[src/hw/rtl/bphl_pkg.sv]
package bphl_pkg;

  typedef enum logic [4:0] {
    ST_IDLE,
    ST_CHECK,
    ST_EGCD_DIV,
    ST_EGCD_UPD,
    ST_INV_FIX,
    ST_ORDER,
    ST_ZRED,
    ST_ZRED_WAIT,
    ST_BIT_INIT,
    ST_CORR_INIT,
    ST_CORR_STEP,
    ST_CORR_MUL,
    ST_CORR_APPLY,
    ST_TEST_INIT,
    ST_TEST_STEP,
    ST_TEST_MUL,
    ST_TEST_DONE,
    ST_FINAL,
    ST_FINAL_WAIT,
    ST_OUT
  } state_e;

  // Sub-steps inside a state that drives the shared unit
  typedef enum logic [1:0] {
    PH_START,
    PH_SQUARE,
    PH_MULT,
    PH_WAIT
  } phase_e;

  // Operation codes for the shared divide unit
  typedef enum logic [1:0] {
    OP_MULMOD,
    OP_DIVMOD
  } op_e;

  typedef struct packed {
    logic start;
    op_e  op;
  } unit_ctrl_t;

endpackage

[src/hw/rtl/bphl_divmod.sv]
// Shared unit: restoring divider over a 2*W-bit dividend, one quotient bit a cycle.
// OP_MULMOD first forms a*b through a WxW multiply in its load cycle.
module bphl_divmod #(
  parameter int W = 32
) (
  input  logic                clk_i,
  input  logic                rst_ni,
  input  bphl_pkg::unit_ctrl_t ctrl_i,
  input  logic [W-1:0]        a_i,
  input  logic [W-1:0]        b_i,
  input  logic [W-1:0]        d_i,
  output logic                done_o,
  output logic [2*W-1:0]      quot_o,
  output logic [W-1:0]        rem_o
);

  localparam int CW = $clog2(2*W+1);

  logic [2*W-1:0] num_q, num_d;
  logic [W:0]     rem_q, rem_d;
  logic [W-1:0]   div_q, div_d;
  logic [CW-1:0]  cnt_q, cnt_d;
  logic           busy_q, busy_d;
  logic           done_q, done_d;
  logic [W:0]     trial;
  logic [W+1:0]   shifted;

  always_comb begin
    shifted = {rem_q, num_q[2*W-1]};
    trial   = shifted[W:0] - {1'b0, div_q};
  end

  // Load, then shift one bit per cycle
  always_comb begin
    num_d  = num_q;
    rem_d  = rem_q;
    div_d  = div_q;
    cnt_d  = cnt_q;
    busy_d = busy_q;
    done_d = 1'b0;
    if (ctrl_i.start) begin
      if (ctrl_i.op == bphl_pkg::OP_MULMOD) begin
        num_d = {{W{1'b0}}, a_i} * {{W{1'b0}}, b_i};
      end else begin
        num_d = {{W{1'b0}}, a_i};
      end
      rem_d  = '0;
      div_d  = d_i;
      cnt_d  = CW'(2*W);
      busy_d = 1'b1;
    end else if (busy_q) begin
      if (shifted[W+1] || !trial[W]) begin
        rem_d = trial;
        num_d = {num_q[2*W-2:0], 1'b1};
      end else begin
        rem_d = shifted[W:0];
        num_d = {num_q[2*W-2:0], 1'b0};
      end
      cnt_d = cnt_q - CW'(1);
      if (cnt_q == CW'(1)) begin
        busy_d = 1'b0;
        done_d = 1'b1;
      end
    end
  end

  always_ff @(posedge clk_i or negedge rst_ni) begin
    if (!rst_ni) begin
      busy_q <= 1'b0;
      done_q <= 1'b0;
      cnt_q  <= '0;
    end else begin
      busy_q <= busy_d;
      done_q <= done_d;
      cnt_q  <= cnt_d;
    end
  end

  always_ff @(posedge clk_i) begin
    num_q <= num_d;
    rem_q <= rem_d;
    div_q <= div_d;
  end

  assign done_o = done_q;
  assign quot_o = num_q;
  assign rem_o  = rem_q[W-1:0];

endmodule
[config.mk]
export PLATFORM = sky130hd
export DESIGN_NAME = bphl_divmod
export DESIGN_NICKNAME = d
export VERILOG_FILES = /design/src/hw/rtl/bphl_pkg.sv /design/src/hw/rtl/bphl_divmod.sv
export SDC_FILE = /design/constraint.sdc
export NUM_CORES = 2
export LEC_CHECK = 0
export BUFFER_PORTS_ARGS = -buffer_cell sky130_fd_sc_hd__buf_4
export CORE_MARGIN = 2
export CORE_UTILIZATION = 28
export CTS_CLUSTER_SIZE = 8
export DETAILED_ROUTE_END_ITERATION = 10
export SYNTH_ARGS = -nofsm -noshare
export SYNTH_HDL_FRONTEND = slang
export SYNTH_SLANG_ARGS = --single-unit
[constraint.sdc]
create_clock -name clk_i -period 6.2 [get_ports clk_i]
set_clock_uncertainty 0.15 [all_clocks]
set_input_delay 1.24 -clock clk_i [delete_from_list [all_inputs] [get_ports clk_i]]
set_output_delay 1.24 -clock clk_i [all_outputs]
set_load 0.02 [all_outputs]
Word level (Yosys, flattened, before mapping)
Index checks and enable logic that the tools add are counted.
{"block": "totals", "reg_bits": 138, "word_cells": 27, "in_bits": 101, "output_inout_bits": 97}
{"block": "op_classes", "n_mul": 1, "eq_ne": 1, "n_mux": 13, "reduce_logical": 4, "addsub": 2}
{"operator": "two-way mux 64 bit", "n": 3}
{"operator": "multiplier 32 x 32 -> 64 bit", "n": 1}
{"operator": "two-way mux 33 bit", "n": 1}
{"operator": "subtractor 33 x 32 -> 33 bit", "n": 1}
{"operator": "two-way mux 7 bit", "n": 2}
{"operator": "equality test 7 x 1 -> 1 bit, second input constant", "n": 1}
{"operator": "two-way mux 1 bit", "n": 7}
{"operator": "subtractor 7 x 1 -> 7 bit, second input constant", "n": 1}
{"operator": "zero test 2 bit", "n": 1}
{"operator": "nonzero test 2 bit", "n": 1}
{"operator": "zero test 1 bit", "n": 1}
{"operator": "logical OR 1 bit", "n": 1}

Logic depth before layout (Yosys ltp)
{"block": "depth", "depth_word": 6, "ltp_mapped": 27, "mapped_depth_nobuf": 25}

Worst setup path before layout
OpenSTA, ideal clock, no wires.
{"block": "synth_path", "kind": "input port to flip-flop", "from": "input b_i[2]", "to": "register num_q[63], in the netlist quot_o[63] (data pin)", "arrival_time_ns": 7.858, "required_ns": 5.789, "path_slack_ns": -2.069, "path_buffers": 2, "path_stages": 24, "setup_time_ns": 0.261, "path_cell_list": "clkbuf_1 > and2_1 > fa_1 > inv_1 > fa_1 > fa_1 > fa_1 > inv_1 > fa_1 > inv_1 > fa_1 > inv_1 > fa_1 > fa_1 > ha_1 > clkbuf_1 > nand4_1 > or3_1 > a211o_1 > a211o_1 > a21oi_4 > a21oi_2 > a21o_1 > a311o_1"}
{"block": "synth_between", "elab_chain_cells": 3}
{"element": "from (decl)", "line": "bphl_divmod.sv:10", "text": "input logic [W-1:0] b_i,"}
{"element": "multiplier 32 x 32 -> 64 bit", "line": "bphl_divmod.sv:43", "text": "num_d = {{W{1'b0}}, a_i} * {{W{1'b0}}, b_i};"}
{"element": "two-way mux 64 bit", "line": "bphl_divmod.sv:42", "text": "if (ctrl_i.op == bphl_pkg::OP_MULMOD) begin"}
{"element": "two-way mux 64 bit", "line": "bphl_divmod.sv:41", "text": "if (ctrl_i.start) begin"}
{"element": "net num_d[63]", "line": "bphl_divmod.sv:19", "text": "logic [2*W-1:0] num_q, num_d;"}
{"element": "to (signal assigned)", "line": "bphl_divmod.sv:80", "text": "num_q <= num_d;"}
{"element": "to (decl)", "line": "bphl_divmod.sv:19"}
The timed path passes the listed nets, and every way through them passes these cells.
A chain may end at the register's enable or synchronous reset.

Worst setup path after layout
{"block": "layout_path", "from": "input b_i[5]", "to": "register num_q[63], in the netlist quot_o[63] (data pin)"}
Same word-level chain as after synthesis.

==> flow_summary_export.csv <==
group,metric,value,unit
run_status,status,"finished, violations left",
run_status,violations,"setup timing",
worst_setup_path,arrival,8.09,ns
timing,setup_violations,55,
synthesis,syn_nets,5799,
synthesis,yosysWarnings,0,
clock_tree,numCtsBuffers,17,
clock_tree,clk_pin_slew,0.06,ns
drt,wire_per_inst,19.2,µm
timing,period_needed,8.06,ns
drt,num_vias,32800,
finish,stdcell_count,6922,
worst_hold_path,hold_depth,2,
synthesis,syn_inst,4504,
worst_setup_path,worstPathRequired,6.23,ns
worst_setup_path,crit_path_end_kind,"flip-flop",
clock_tree,ctsHoldBuffers,0,
die,rows,140,
die,fp.dieH,387,µm
synthesis,synth_cell_type_count,81,
synthesis,synth_top_area_share,43.6,%
timing,tightest_slew,1.01,ns
worst_hold_path,hp-class,"flip-flop to flip-flop",
grt,grt_max_degree,69,
grt,antenna_found_initial,12,
worst_setup_path,cp_max_fo,23,
die,initial_core_util,28.2,%
synthesis,yosys.area_share.simple,17.6,%
synthesis,synth_fa_ha_area_share,52.7,%
placement,io_buffers,197,
drt,drc_errors,0,
synthesis,synth_compound_area_share,7.20,%
clock_tree,htreeDepth,4,
drt,via_per_inst,4.74,
synthesis,synthTopCellsByArea,"fa_1 44%, and2_1 9.1%, ha_1 9.0%",
finish,syn2layout_area_growth,25.2,%
grt,grt_pass1_wl,207,mm
worst_setup_path,reg2reg_depth,12,
synthesis,synth-async-reset-ratio,6.52,%
placement,place_congestion,0.890,
timing,tns,-80.67,ns
drt,antenna_left,0,
synthesis,synthesis.area,41200,µm²
synthesis,synth.mux.area_fraction,0.398,%
worst_setup_path,timing.rr.start,"quot_o[63]$_DFFE_PP_",
clock_tree,worstSkewPairLatency,0.43,ns
clock_tree,root_buffer,"clkbuf_16",
die,pin_count,198,
synthesis,synth_top_family_by_area,"adder cells",
worst_setup_path,critical_path_class,"input pin to flip-flop",
worst_hold_path,hold-path-endpoint,"rem_q[32]$_SDFFE_PP0P_",
finish,finalNetCount,6284,
grt,gr-total-overflow,0,
flow_run,maxCapViolCount,0,
worst_setup_path,r2r_slack,2.29,ns
finish,layout-drive-gt1-share,22.8,%
clock_tree,clkSinkCount,138,
timing,final_hold_viol_count,0,
synthesis,ys_ff_latch,138,
synthesis,synth_ff_type,"edfxtp_1",
worst_hold_path,hp-start,"rem_q[32]$_SDFFE_PP0P_",
drt,drt_iter0_markers,2455,
synthesis,synth_edf_count,96,
synthesis,synth_xor_area_share,1.68,%
die,fp.dieArea,150000,µm²
drt,wl,133,mm
grt,grtUsageTotal,17.7,%
timing,drv_slew,0,
placement,hpwlAfterDp,107,mm
drt,drt_pass1_iterations,6,
timing,fin_ws,-1.86,ns
timing,rsz0062_at_grt,"true",
synthesis,syn_area_per_cell,9.14,µm²
timing,relSlewSlack,32.4,%
timing,period_share,130,%
clock_tree,cts.path.max_buffers,2,
worst_setup_path,startpoint_type,"input pin",
die,die_width,387,µm
die,core_area,146000,µm²
clock_tree,cts_tree,"built",
synthesis,yosysTopAreaCell,"fa_1",
worst_setup_path,r2r-end,"rem_q[7]$_SDFFE_PP0P_",
timing,max_freq,124,MHz
grt,first_global_vias,35800,
placement,placed_cells,6795,
synthesis,ys_seq_area_share,9.16,%
repair_timing:
item                       4_1_cts  5_1_grt
pin swaps                      199      137
setup buffers                   71       29
setup endpoints to repair       55       55
gates resized for setup        344      151
hold endpoints to repair         0        0
gates cloned                     6        6
synth_stat cells (all sizes together), types with 7 or more instances:
cell      n
inv     907
fa      897
and2    597
nand2   570
ha      297
clkbuf  251
a21oi   128
nor2    125
edfxtp   96
o21ai    68
a21o     57
xnor2    50
buf      44
dfxtp    33
nand3    31
xor2     29
a31oi    24
nand4    21
nor3     20
o21bai   20
a22o     18
a311oi   18
and3     17
a211oi   16
mux2i    13
or3      13
nor2b    11
o21a     11
nand2b   10
dfrtp     9
a211o     7
layout make-up:
cell class	count	area, µm²
fillers	14700	94200
multi-input cells	3164	34400
repair buffers	761	7010
flip-flops and latches	138	3770
inverters	907	3400
well taps	1917	2400
clock buffers	18	439
clock inverters	14	135
diodes	3	7.51
worst max-delay path by stage:
stage	from	end	cells after the start
floorplan	b_i[7]	quot_o[63]$_DFFE_PP_	24
global placement	b_i[9]	quot_o[61]$_DFFE_PP_	22
detailed placement	b_i[9]	quot_o[61]$_DFFE_PP_	22
CTS	a_i[20]	quot_o[63]$_DFFE_PP_	22
global route	a_i[13]	quot_o[63]$_DFFE_PP_	26
finish	b_i[5]	quot_o[63]$_DFFE_PP_	23
state kept, by name, indices dropped and copies added (netlist names):
signal	count
done_o	1
div_q	32
cnt_q	7
quot_o	64
busy_q	1
rem_q	33
routing by layer:
| layer | global-route usage (%) | vias to the layer above | part of all wire (%) |
|---|---|---|---|
| li1 | - | 14600 | - |
| met1 | 23.6 | 17000 | 42 |
| met2 | 30.7 | 1049 | 48 |
| met3 | 1.97 | 205 | 6.6 |
| met4 | 3.97 | 10 | 2.7 |
| met5 | 0 | - | 0.049 |
worst max-delay path: stages:
cell and delay [ns]:
buf_12 0.13, and2_4 0.18, fa_2 0.57, fa_2 0.44
fa_1 0.52, inv_2 0.04, fa_1 0.54, inv_2 0.04
fa_1 0.46, fa_1 0.53, fa_2 0.48, fa_1 0.53
ha_4 0.31, buf_6 0.12, nand3_2 0.08, or3_1 0.35
a211o_1 0.28, a211o_1 0.35, a21oi_4 0.22, buf_12 0.13
a21oi_2 0.05, a21o_1 0.18, a311o_1 0.27
layout by cell type, fill, tap and decap left out, types with 11 or more instances in the layout:
cell type	count
inv_1	876
fa_1	841
buf_4	611
nand2_1	549
and2_1	541
ha_1	270
nor2_1	109
edfxtp_1	96
a21oi_1	89
buf_6	81
a21o_1	57
and2_4	56
fa_2	56
o21ai_0	46
xnor2_1	37
buf_12	36
dfxtp_1	33
inv_2	31
a21oi_2	28
ha_4	26
nand3_1	25
xor2_1	24
clkbuf_16	23
nand4_1	21
a311oi_1	18
a22o_1	18
o21bai_1	17
nand2_2	16
nor3_1	16
a31oi_1	16
and3_1	15
buf_16	13
o21ai_2	12
a211oi_1	12
mux2i_1	12
a21oi_4	11
o21a_1	11
through the flow:
stage	instance area [µm²]	worst slack (ns)	hold slack, ns	util, %
after CTS	50500	-1.80	0.328	34.6
after floorplan	42000	-1.88	0.296	-
after global routing	51500	-2.01	0.342	35.4
final	51500	-1.86	0.331	35.4
after global placement	47900	-2.42	0.306	32.8
after detailed placement	47900	-2.45	0.321	32.8
cell families after synthesis:
family | Yosys count
and+or+nand+nor | 1439
buffers and inverters | 1202
adders and majority gates | 1194
AOI/OAI and AO/OA | 436
DFF | 138
xor gates and xnor gates | 79
muxes | 16
Power is not shown: default switching activity piles up to over one toggle a cycle in this logic, so the estimate is an artifact.
